<file path="src/sv/dshot_four_channel_frame_encoder_unit_defines.svh">
// assertion macros used by the frame encoder top level
`ifndef DSHOT_FOUR_CHANNEL_FRAME_ENCODER_UNIT_DEFINES_SVH
`define DSHOT_FOUR_CHANNEL_FRAME_ENCODER_UNIT_DEFINES_SVH

// same-cycle implication, checked outside reset
`define DFE_ASSERT_SAME(label, clk, rst, ante, cons, msg) \
   label: assert property (@(posedge clk) disable iff (rst) (ante) |-> (cons)) \
      else $error(msg);

// next-cycle implication, checked outside reset
`define DFE_ASSERT_NEXT(label, clk, rst, ante, cons, msg) \
   label: assert property (@(posedge clk) disable iff (rst) (ante) |=> (cons)) \
      else $error(msg);

`endif

</file>
<file path="src/sv/dfe_pkg.sv">
// shared types, constants and frame functions of the dshot frame encoder
package dfe_pkg;

   localparam int NumCh       = 4;
   localparam int FrameBits   = 16;
   localparam int ThrBits     = 11;
   localparam int PinBits     = 4;
   localparam int SlotBits    = 6;
   localparam int BitIdxBits  = 4;
   localparam int PhaseBits   = 2;
   localparam int WordBits    = 32;

   localparam logic [15:0]          ThrMin     = 16'd48;
   localparam logic [15:0]          ThrMax     = 16'd2047;
   localparam logic [PinBits-1:0]   PinBaseMax = 4'd12;
   localparam logic [SlotBits-1:0]  SlotLast   = 6'd47;

   // phase codes within one frame bit
   localparam logic [PhaseBits-1:0] PhaseLead = 2'd0;
   localparam logic [PhaseBits-1:0] PhaseData = 2'd1;
   localparam logic [PhaseBits-1:0] PhaseTail = 2'd2;

   // register decode on the word address bit
   localparam logic CsrPinBase = 1'b0;

   typedef logic [FrameBits-1:0] frame_type;
   typedef frame_type [NumCh-1:0] frame_set_type;

   typedef struct packed {
      logic          valid;
      frame_set_type frames;
   } frame_bus_type;

   // clamp a raw throttle into the legal command range
   function automatic logic [ThrBits-1:0] clamp_throttle(input logic [15:0] raw);
      logic [15:0] t;
      t = raw;
      if (raw < ThrMin) begin
         t = ThrMin;
      end else if (raw > ThrMax) begin
         t = ThrMax;
      end
      return t[ThrBits-1:0];
   endfunction

   // throttle, zero telemetry bit, nibble xor checksum
   function automatic frame_type make_frame(input logic [ThrBits-1:0] thr);
      logic [11:0] v;
      logic [3:0]  crc;
      v   = {thr, 1'b0};
      crc = v[3:0] ^ v[7:4] ^ v[11:8];
      return {v, crc};
   endfunction

endpackage

</file>
<file path="src/sv/dfe_csr.sv">
// pin base configuration register behind an apb-style port
module dfe_csr (
   input  logic                          clock,
   input  logic                          reset,
   input  logic                          psel,
   input  logic                          penable,
   input  logic                          pwrite,
   input  logic [2:0]                    paddr,
   input  logic [31:0]                   pwdata,
   output logic [31:0]                   prdata,
   output logic                          pready,
   output logic [dfe_pkg::PinBits-1:0]   pin_base
);
   import dfe_pkg::*;

   logic [PinBits-1:0] pin_base_ff;
   logic [PinBits-1:0] pin_base_in;
   logic               wr_en;

   assign pready = 1'b1;
   assign wr_en  = psel && penable && pwrite && pready;

   // write decode on the low data bits, values above the top legal base are dropped
   always_comb begin
      pin_base_in = pin_base_ff;
      if (wr_en) begin
         unique case (paddr[2])
            CsrPinBase: begin
               if (pwdata[PinBits-1:0] <= PinBaseMax) begin
                  pin_base_in = pwdata[PinBits-1:0];
               end
            end
            default: begin
            end
         endcase
      end
   end

   // read decode
   always_comb begin
      unique case (paddr[2])
         CsrPinBase: prdata = {{(32-PinBits){1'b0}}, pin_base_ff};
         default:    prdata = '0;
      endcase
   end

   always_ff @(posedge clock) begin
      if (reset) begin
         pin_base_ff <= '0;
      end else begin
         pin_base_ff <= pin_base_in;
      end
   end

   assign pin_base = pin_base_ff;

endmodule

</file>
<file path="src/sv/dfe_frame_build.sv">
// input register: clamps the four throttles and holds the four frames
module dfe_frame_build (
   input  logic                     clock,
   input  logic                     reset,
   input  logic                     req_valid,
   output logic                     req_stall,
   input  logic [15:0]              req_throttle_a,
   input  logic [15:0]              req_throttle_b,
   input  logic [15:0]              req_throttle_c,
   input  logic [15:0]              req_throttle_d,
   input  logic                     frm_release,
   output dfe_pkg::frame_bus_type   frm_bus
);
   import dfe_pkg::*;

   logic          valid_ff;
   logic          valid_in;
   frame_set_type frames_ff;
   frame_set_type frames_in;
   logic          load;

   // take a new item when empty or when the held one finishes this cycle
   assign req_stall = valid_ff && !frm_release;
   assign load      = req_valid && !req_stall;

   always_comb begin
      frames_in[0] = make_frame(clamp_throttle(req_throttle_a));
      frames_in[1] = make_frame(clamp_throttle(req_throttle_b));
      frames_in[2] = make_frame(clamp_throttle(req_throttle_c));
      frames_in[3] = make_frame(clamp_throttle(req_throttle_d));
   end

   always_comb begin
      valid_in = valid_ff;
      if (load) begin
         valid_in = 1'b1;
      end else if (frm_release) begin
         valid_in = 1'b0;
      end
   end

   always_ff @(posedge clock) begin
      if (reset) begin
         valid_ff <= 1'b0;
      end else begin
         valid_ff <= valid_in;
      end
   end

   // payload, no reset
   always_ff @(posedge clock) begin
      if (load) begin
         frames_ff <= frames_in;
      end
   end

   assign frm_bus.valid  = valid_ff;
   assign frm_bus.frames = frames_ff;

endmodule

</file>
<file path="src/sv/dfe_slot_seq.sv">
// slot sequencer: walks 16 bits by 3 phases and registers each gpio word
module dfe_slot_seq (
   input  logic                          clock,
   input  logic                          reset,
   input  dfe_pkg::frame_bus_type        frm_bus,
   input  logic [dfe_pkg::PinBits-1:0]   pin_base,
   output logic                          frm_release,
   output logic                          rsp_valid,
   input  logic                          rsp_stall,
   output logic [31:0]                   rsp_set_reset_word,
   output logic [5:0]                    rsp_slot_index,
   output logic                          rsp_last_word
);
   import dfe_pkg::*;

   logic [SlotBits-1:0]   slot_ff;
   logic [SlotBits-1:0]   slot_in;
   logic [BitIdxBits-1:0] bit_ff;
   logic [BitIdxBits-1:0] bit_in;
   logic [PhaseBits-1:0]  phase_ff;
   logic [PhaseBits-1:0]  phase_in;
   logic                  out_valid_ff;
   logic                  out_valid_in;
   logic [WordBits-1:0]   word_ff;
   logic [WordBits-1:0]   word_in;
   logic [SlotBits-1:0]   out_slot_ff;
   logic                  out_last_ff;
   logic                  out_free;
   logic                  advance;
   logic                  last_slot;

   assign out_free    = !out_valid_ff || !rsp_stall;
   assign advance     = frm_bus.valid && out_free;
   assign last_slot   = (slot_ff == SlotLast);
   assign frm_release = advance && last_slot;

   // set or reset bit for each channel pin in the current slot
   always_comb begin
      logic [PinBits-1:0] pin;
      logic               data_bit;
      logic               set_it;
      word_in = '0;
      for (int c = 0; c < NumCh; c++) begin
         pin      = pin_base + PinBits'(c);
         data_bit = frm_bus.frames[c][~bit_ff];
         set_it   = (phase_ff == PhaseLead) || ((phase_ff == PhaseData) && data_bit);
         word_in[{!set_it, pin}] = 1'b1;
      end
   end

   // slot, bit and phase counters
   always_comb begin
      slot_in  = slot_ff;
      bit_in   = bit_ff;
      phase_in = phase_ff;
      if (advance) begin
         if (last_slot) begin
            slot_in  = '0;
            bit_in   = '0;
            phase_in = PhaseLead;
         end else if (phase_ff == PhaseTail) begin
            slot_in  = slot_ff + 6'd1;
            bit_in   = bit_ff + 4'd1;
            phase_in = PhaseLead;
         end else begin
            slot_in  = slot_ff + 6'd1;
            phase_in = phase_ff + 2'd1;
         end
      end
   end

   always_comb begin
      out_valid_in = out_valid_ff && rsp_stall;
      if (advance) begin
         out_valid_in = 1'b1;
      end
   end

   always_ff @(posedge clock) begin
      if (reset) begin
         slot_ff      <= '0;
         bit_ff       <= '0;
         phase_ff     <= PhaseLead;
         out_valid_ff <= 1'b0;
      end else begin
         slot_ff      <= slot_in;
         bit_ff       <= bit_in;
         phase_ff     <= phase_in;
         out_valid_ff <= out_valid_in;
      end
   end

   // result register payload
   always_ff @(posedge clock) begin
      if (advance) begin
         word_ff     <= word_in;
         out_slot_ff <= slot_ff;
         out_last_ff <= last_slot;
      end
   end

   assign rsp_valid          = out_valid_ff;
   assign rsp_set_reset_word = word_ff;
   assign rsp_slot_index     = out_slot_ff;
   assign rsp_last_word      = out_last_ff;

endmodule

</file>
<file path="src/sv/dshot_four_channel_frame_encoder_unit.sv">
// top level of the four channel dshot frame encoder
//
// req channel: one item carries four 16-bit throttles (channels 0..3), each
// clamped to 48..2047 and packed with a zero telemetry bit and a nibble xor
// checksum into a 16-bit frame.
// rsp channel: 48 gpio set/reset words per item, msb first, three slots per
// frame bit; slot_index counts 0..47 and last_word marks slot 47.
// csr port: pin_base at byte address 0 from pwdata[3:0], values above 12 are ignored.
// datapath: a taken item is held in the frame register, and each word is built
// from it and registered in the result register before it shows on rsp.
// throughput: one word per cycle while rsp is not stalled, set by the slot
// counter; the next item is taken in the cycle the 48th word is registered,
// so items run back to back with no gap.
// stall on rsp holds the result register and the slot counter; req then
// stalls once the frame register is full.
// reset clears pin_base to 0, the frame and result valid flags and the
// slot, bit and phase counters.
module dshot_four_channel_frame_encoder_unit (
   input  logic        clock,
   input  logic        reset,
   input  logic        req_valid,
   output logic        req_stall,
   input  logic [15:0] req_throttle_a,
   input  logic [15:0] req_throttle_b,
   input  logic [15:0] req_throttle_c,
   input  logic [15:0] req_throttle_d,
   output logic        rsp_valid,
   input  logic        rsp_stall,
   output logic [31:0] rsp_set_reset_word,
   output logic [5:0]  rsp_slot_index,
   output logic        rsp_last_word,
   input  logic        psel,
   input  logic        penable,
   input  logic        pwrite,
   input  logic [2:0]  paddr,
   input  logic [31:0] pwdata,
   output logic [31:0] prdata,
   output logic        pready
);
   import dfe_pkg::*;

`include "dshot_four_channel_frame_encoder_unit_defines.svh"

   logic [PinBits-1:0] pin_base;
   frame_bus_type      frm_bus;
   logic               frm_release;

   // configuration register
   dfe_csr u_csr (
      .clock    (clock),
      .reset    (reset),
      .psel     (psel),
      .penable  (penable),
      .pwrite   (pwrite),
      .paddr    (paddr),
      .pwdata   (pwdata),
      .prdata   (prdata),
      .pready   (pready),
      .pin_base (pin_base)
   );

   // input register with frame build
   dfe_frame_build u_frame_build (
      .clock          (clock),
      .reset          (reset),
      .req_valid      (req_valid),
      .req_stall      (req_stall),
      .req_throttle_a (req_throttle_a),
      .req_throttle_b (req_throttle_b),
      .req_throttle_c (req_throttle_c),
      .req_throttle_d (req_throttle_d),
      .frm_release    (frm_release),
      .frm_bus        (frm_bus)
   );

   // slot sequencer and result register
   dfe_slot_seq u_slot_seq (
      .clock              (clock),
      .reset              (reset),
      .frm_bus            (frm_bus),
      .pin_base           (pin_base),
      .frm_release        (frm_release),
      .rsp_valid          (rsp_valid),
      .rsp_stall          (rsp_stall),
      .rsp_set_reset_word (rsp_set_reset_word),
      .rsp_slot_index     (rsp_slot_index),
      .rsp_last_word      (rsp_last_word)
   );

   // checks
   `DFE_ASSERT_SAME(a_last_at_end, clock, reset, rsp_valid && rsp_last_word, rsp_slot_index == SlotLast, "last word flagged off the final slot")
   `DFE_ASSERT_NEXT(a_slot_follows, clock, reset, rsp_valid && !rsp_stall && !rsp_last_word, rsp_valid && (rsp_slot_index == $past(rsp_slot_index) + 6'd1), "slot sequence broken inside a frame")
   `DFE_ASSERT_SAME(a_pin_base_range, clock, reset, 1'b1, pin_base <= PinBaseMax, "pin base above legal range")
   `DFE_ASSERT_SAME(a_release_valid, clock, reset, frm_release, frm_bus.valid && !req_stall, "frame released while not held")

endmodule
</file>
<file path="config.mk">
export PLATFORM = sky130hd
export DESIGN_NAME = dshot_four_channel_frame_encoder_unit
export DESIGN_NICKNAME = d
export VERILOG_FILES = /design/src/sv/dfe_pkg.sv /design/src/sv/dfe_csr.sv /design/src/sv/dfe_frame_build.sv /design/src/sv/dfe_slot_seq.sv /design/src/sv/dshot_four_channel_frame_encoder_unit.sv
export VERILOG_INCLUDE_DIRS = /design/src /design/src/sv
export SDC_FILE = /design/constraint.sdc
export NUM_CORES = 1
export LEC_CHECK = 0
export ABC_AREA = 1
export BUFFER_PORTS_ARGS = -buffer_cell sky130_fd_sc_hd__buf_2
export CAP_MARGIN = 20
export CORE_ASPECT_RATIO = 0.75
export CORE_UTILIZATION = 54
export DETAILED_ROUTE_END_ITERATION = 8
export PLACE_DENSITY_LB_ADDON = 0.3
export SETUP_SLACK_MARGIN = 0.1
export SYNTH_ARGS = -nofsm -noshare
export SYNTH_HDL_FRONTEND = slang
export SYNTH_SLANG_ARGS = --single-unit
</file>
<file path="constraint.sdc">
create_clock -name clock -period 6.6 [get_ports clock]
set_input_delay 1.65 -clock clock [delete_from_list [all_inputs] [get_ports clock]]
set_output_delay 1.65 -clock clock [all_outputs]
set_load 0.02 [all_outputs]
</file>
# Word-level counts from Yosys, hierarchy flattened
# Index checks and enable logic that the tools add are counted.
[op_classes] add_sub_neg=6 magnitude_cmp=18 eq_ne=3 mux=33 bitwise=13 n_reduce_logical=33
[ops] operator="bitwise OR 32 bit" n=3
[ops] operator="two-way mux 11 bit" n=8
[ops] operator="greater-than comparator 16 x 11 -> 1 bit (second input constant)" n=4
[ops] operator="< comparator 16 x 6 -> 1 bit (second input constant)" n=4
[ops] operator="bitwise XOR 4 bit" n=8
[ops] operator="< comparator 5 x 6 -> 1 bit (second input constant)" n=4
[ops] operator="demux 1 bit (select 5 bit)" n=4
[ops] operator=">= comparator 5 x 1 -> 1 bit (second input constant)" n=4
[ops] operator="binary-select mux 1 bit (select 4 bit)" n=4
[ops] operator="logical AND 1 bit" n=15
[ops] operator="two-way mux 4 bit" n=3
[ops] operator="two-way mux 1 bit" n=11
[ops] operator="adder 4 x 1 -> 4 bit (second input constant)" n=2
[ops] operator="adder 4 x 2 -> 4 bit (second input constant)" n=2
[ops] operator="zero test 1 bit" n=8
[ops] operator="adder 6 x 1 -> 6 bit (second input constant)" n=1
[ops] operator="== test 6 bit (second input constant)" n=1
[ops] operator="two-way mux 6 bit" n=1
[ops] operator="logical OR 1 bit" n=5
[ops] operator="< comparator 4 x 5 -> 1 bit (second input constant)" n=1
[ops] operator="less-or-equal comparator 4 bit (second input constant)" n=1
[ops] operator="two-way mux 2 bit" n=2
[ops] operator="inverter 4 bit" n=1
[ops] operator="nonzero test 2 bit" n=2
[ops] operator="7 further kinds" n=7
[word_totals] regBits=117 inputBits=106 output_inout_bits=74 wordCells=119

# Depth between registers and ports, before layout
[depth] depth_word=13 ltp_mapped=15 ltp_nobuf=12

# Cells and area by module
# Synthesis repeated with hierarchy kept, for this count alone.
[unflattened] cells_unflattened=994 area_unflattened_um2=7648.6
[by_module_without_submodules] mod="dfe_slot_seq" n_inst=1 cells_per_inst=594 area_each_um2=4022.6 seq_area_each_um2=1431.4
[by_module_without_submodules] mod="dfe_frame_build" n_inst=1 cells_per_inst=329 area_each_um2=3158.0 seq_area_each_um2=1821.7
[by_module_without_submodules] mod="dfe_csr" n_inst=1 cells_per_inst=71 area_each_um2=467.9 seq_area_each_um2=80.1

# Worst setup path before layout
# Ideal clock, no wire load.
[synth_timing] path_type="in2reg" from="input port rsp_stall" to="register u_frame_build.frames_ff, in the netlist u_frame_build.frm_bus[0] (enable)" arrival_time_ps=5746 t_required_ps=6122 slack_ps=376 stages=7 n_path_buf=0 cell_sequence="nand2_1 > nand2_1 > inv_1 > nand2_1 > nand2_1 > inv_1 > nor2_1"
[synth_via] elab_chain_cells=8
[synth_rtl] element="from (decl)" line="dshot_four_channel_frame_encoder_unit.sv:28" source="input logic rsp_stall,"
[synth_rtl] element="zero test 1 bit" line="dfe_slot_seq.sv:32" source="assign out_free = !out_valid_ff || !rsp_stall;"
[synth_rtl] element="logical OR 1 bit" line="dfe_slot_seq.sv:32"
[synth_rtl] element="logical AND 1 bit" line="dfe_slot_seq.sv:33" source="assign advance = frm_bus.valid && out_free;"
[synth_rtl] element="net u_slot_seq.advance" line="dfe_slot_seq.sv:29" source="logic advance;"
[synth_rtl] element="logical AND 1 bit" line="dfe_slot_seq.sv:35" source="assign frm_release = advance && last_slot;"
[synth_rtl] element="zero test 1 bit" line="dfe_frame_build.sv:23" source="assign req_stall = valid_ff && !frm_release;"
[synth_rtl] element="logical AND 1 bit" line="dfe_frame_build.sv:23"
[synth_rtl] element="net req_stall" line="dshot_four_channel_frame_encoder_unit.sv:22" source="output logic req_stall,"
[synth_rtl] element="zero test 1 bit" line="dfe_frame_build.sv:24" source="assign load = req_valid && !req_stall;"
[synth_rtl] element="logical AND 1 bit" line="dfe_frame_build.sv:24"
[synth_rtl] element="net u_frame_build.load" line="dfe_frame_build.sv:20" source="logic load;"
[synth_rtl] element="to (signal assigned)" line="dfe_frame_build.sv:53" source="frames_ff <= frames_in;"
[synth_rtl] element="to (decl)" line="dfe_frame_build.sv:18" source="frame_set_type frames_ff;"
# The timed path passes the listed nets, and every way through them passes these cells.
# A chain may end at the register's enable or synchronous reset.

# Worst setup path after layout
[layout_timing] from="input port rsp_stall" to="output port req_stall"
[layout_via] elab_chain_cells=6
[layout_rtl] element="zero test 1 bit" line="dfe_slot_seq.sv:32"
[layout_rtl] element="logical OR 1 bit" line="dfe_slot_seq.sv:32"
[layout_rtl] element="logical AND 1 bit" line="dfe_slot_seq.sv:33"
[layout_rtl] element="net u_slot_seq.advance" line="dfe_slot_seq.sv:29"
[layout_rtl] element="logical AND 1 bit" line="dfe_slot_seq.sv:35"
[layout_rtl] element="zero test 1 bit" line="dfe_frame_build.sv:23"
[layout_rtl] element="logical AND 1 bit" line="dfe_frame_build.sv:23"
[layout_rtl] element="to (decl)" line="dshot_four_channel_frame_encoder_unit.sv:22"
# The timed path passes the listed nets, and every way through them passes these cells.

==> results_dict.tcl <==
set metrics [dict create \
    status "complete, no violations" \
    crit_required_ps 4950 \
    die_h_um 103 \
    antenna_found_initial 0 \
    post_drt_wl_per_cell_um 13.2 \
    drv_cap 0 \
    grt_pass1_vias 5565 \
    gp_congestion 0.901 \
    num_rows 36 \
    mostFrequentLayoutCell "nand2_1" \
    worst_pin_slew_ps 958 \
    vias_per_cell 5.17 \
    ios 180 \
    htreeDepth 4 \
    ir_drop_mv 0.204 \
    setup_viol_count_final 0 \
    drcViolationCount 0 \
    clk_latency_ps 420 \
    synth-edff-count 99 \
    dieArea_sq_mm 0.0140 \
    dp_hpwl_um 10800 \
    avgSynthCellArea_sq_um 7.80 \
    post-route-min-period_ps 4300 \
    arrival_ps 2650 \
    drive_gt1_frac 0.184 \
    worstHoldPathType "register to register" \
    ctsResizeCount 0 \
    drt-initial-drc-count 718 \
    hold_violations 0 \
    grt_setup_unrepaired "false" \
    ys_seq_area_frac 0.458 \
    clock_skew_ps 11.2 \
    wirelength_um 16100 \
    post_cts_buffers 0 \
    initial_core_util 0.558 \
    port_buffers 120 \
    n_antenna_cell 0 \
    clk_path_buf_depth 2 \
    worstPathMaxFanout 8 \
    ant_nets 0 \
    clock_power_share 0.484 \
    drtPass1Iterations 6 \
    seq_power_share 0.424 \
    syn-cell-area_sq_mm 0.00728 \
    grt.overflow.total 0 \
    clkTransAtPathRegs_ps 50 \
    cts_tree "yes" \
    cts_hold_buf 0 \
    ys.flop_type "edfxtp_1" \
    power_switching_mw 0.478 \
    grt_pass1_wl_um 26700 \
    slew_violations 0 \
    internal-power_mw 1.51 \
    core_sq_mm 0.0131 \
    switching_share 0.240 \
    ys.warnings.count 0 \
    worstSetupPathType "input pin to output pin" \
    ctsRootBufferMaster "clkbuf_16" \
    ys_ff_latch 117 \
    combPwrFrac 0.092 \
    grt_max_degree 61 \
    max_freq_ghz 0.233 \
    p_leak_nw 3.87 \
    fin_nets 1147 \
    layout_common_cells "nand2_1 (205), inv_1 (150), nor2_1 (139)" \
    clock_sinks 117 \
    fp.dieW_um 136 \
    cts_made_buffers 17 \
    async_flop_share 0 \
    ys_types 41 \
    post-route-period-util 0.651 \
    synth_cells 934 \
    cp-end-kind "output pin" \
    vias 6308 \
    fin_tns_setup_ps 0 \
    powerDensity_mw_per_mm2 237 \
    syn2layout_area_growth_pct 15.2 \
    start_kind "input pin" \
    grtUsageTotal 0.246 \
    slew_headroom 0.357 \
    post-route-util 0.642 \
]
logic make-up after synthesis:
| group | Yosys count | synth area share |
|---|---|---|
| AND/OR/NAND/NOR | 516 | 0.330 |
| buffers and inverters | 227 | 0.146 |
| flip-flops | 117 | 0.458 |
| AO/OA/AOI/OAI | 50 | 0.0368 |
| XOR/XNOR | 18 | 0.0216 |
| adder cells (fa/ha/maj) | 4 | 0.00687 |
| other | 2 | 0.00103 |
metrics by stage:
stage	hold WS (ps)	power [mW]	instance area [sq um]	setup slack (ps)	cells
finish	478	1.99	8390	2300	1221
global route	500	2.05	8390	2170	1221
CTS	479	1.99	8390	2300	1221
detailed placement	459	1.04	7770	2310	1189
global placement	452	1.04	7770	2350	1189
floorplan	431	0.994	7380	376	961
flip-flops by register name, summed over array words and instances, names as in the netlist, 2 cells and up:
signal                         count
u_slot_seq.rsp_slot_index          6
u_frame_build.frm_bus             60
u_slot_seq.phase_ff                2
u_slot_seq.slot_ff                 6
u_slot_seq.rsp_set_reset_word     32
u_csr.pin_base                     4
u_slot_seq.bit_ff                  4
worst max-delay path: stages:
cell	delay, ps
buf_2	70
nand2_1	60
nand2_1	230
inv_1	90
nand2_1	170
nand2_1	90
inv_1	110
buf_2	170
area by class of cell:
cell class / instances / area [sq um]
inverters: 161 / 609
clock buffers: 19 / 433
fillers: 1098 / 4670
multi-input cells: 617 / 3000
repair buffers: 123 / 623
well taps: 171 / 214
flip-flops and latches: 117 / 3330
clock inverters: 13 / 183
routing by layer:
layer  GRT usage  wire [um]  vias up
li1            -          -     3161
met1       0.361       7430     2790
met2       0.363       6830      317
met5           0          0        -
met3      0.0595       1520       40
met4      0.0701        288        0
cells in the mapped netlist (5+ instances only):
library cell	n	area, sq um
nand2_1	205	769
inv_1	150	563
nor2_1	140	526
edfxtp_1	99	2970
nand4_1	73	457
nand3_1	52	260
buf_4	35	263
o21ai_0	29	145
dfxtp_1	18	360
clkbuf_1	16	60.1
a21oi_1	11	55.1
xor2_1	10	87.6
buf_6	9	101
inv_2	8	30.0
xnor2_1	8	70.1
nand3_2	7	70.1
buf_2	6	30.0
nor3_1	6	30.0
nand2_2	5	31.3
nor2_2	5	31.3
path summary, 6_finish.rpt:
kind                                       startpoint                                         end  slack (ps)  cells past startpoint
hold reg to reg   u_slot_seq.phase_ff[1]$_SDFFE_PP0P_         u_slot_seq.phase_ff[1]$_SDFFE_PP0P_         480                      2
setup reg to reg       u_csr.pin_base[2]$_SDFFE_PP0P_  u_slot_seq.rsp_set_reset_word[2]$_DFFE_PP_        2720                     10
hold / removal    u_slot_seq.phase_ff[1]$_SDFFE_PP0P_         u_slot_seq.phase_ff[1]$_SDFFE_PP0P_         480                      2
setup / recovery                            rsp_stall                                   req_stall        2300                      8
power by group through the flow:
stage	Sequential [mW]	Clock, mW	Combinational (mW)
floorplan	0.874	0	0.120
global placement	0.858	0	0.177
detailed placement	0.858	0	0.179
CTS	0.844	0.968	0.180
global route	0.847	1.00	0.201
finish	0.844	0.962	0.182
Power figures use the tool's default switching activity.
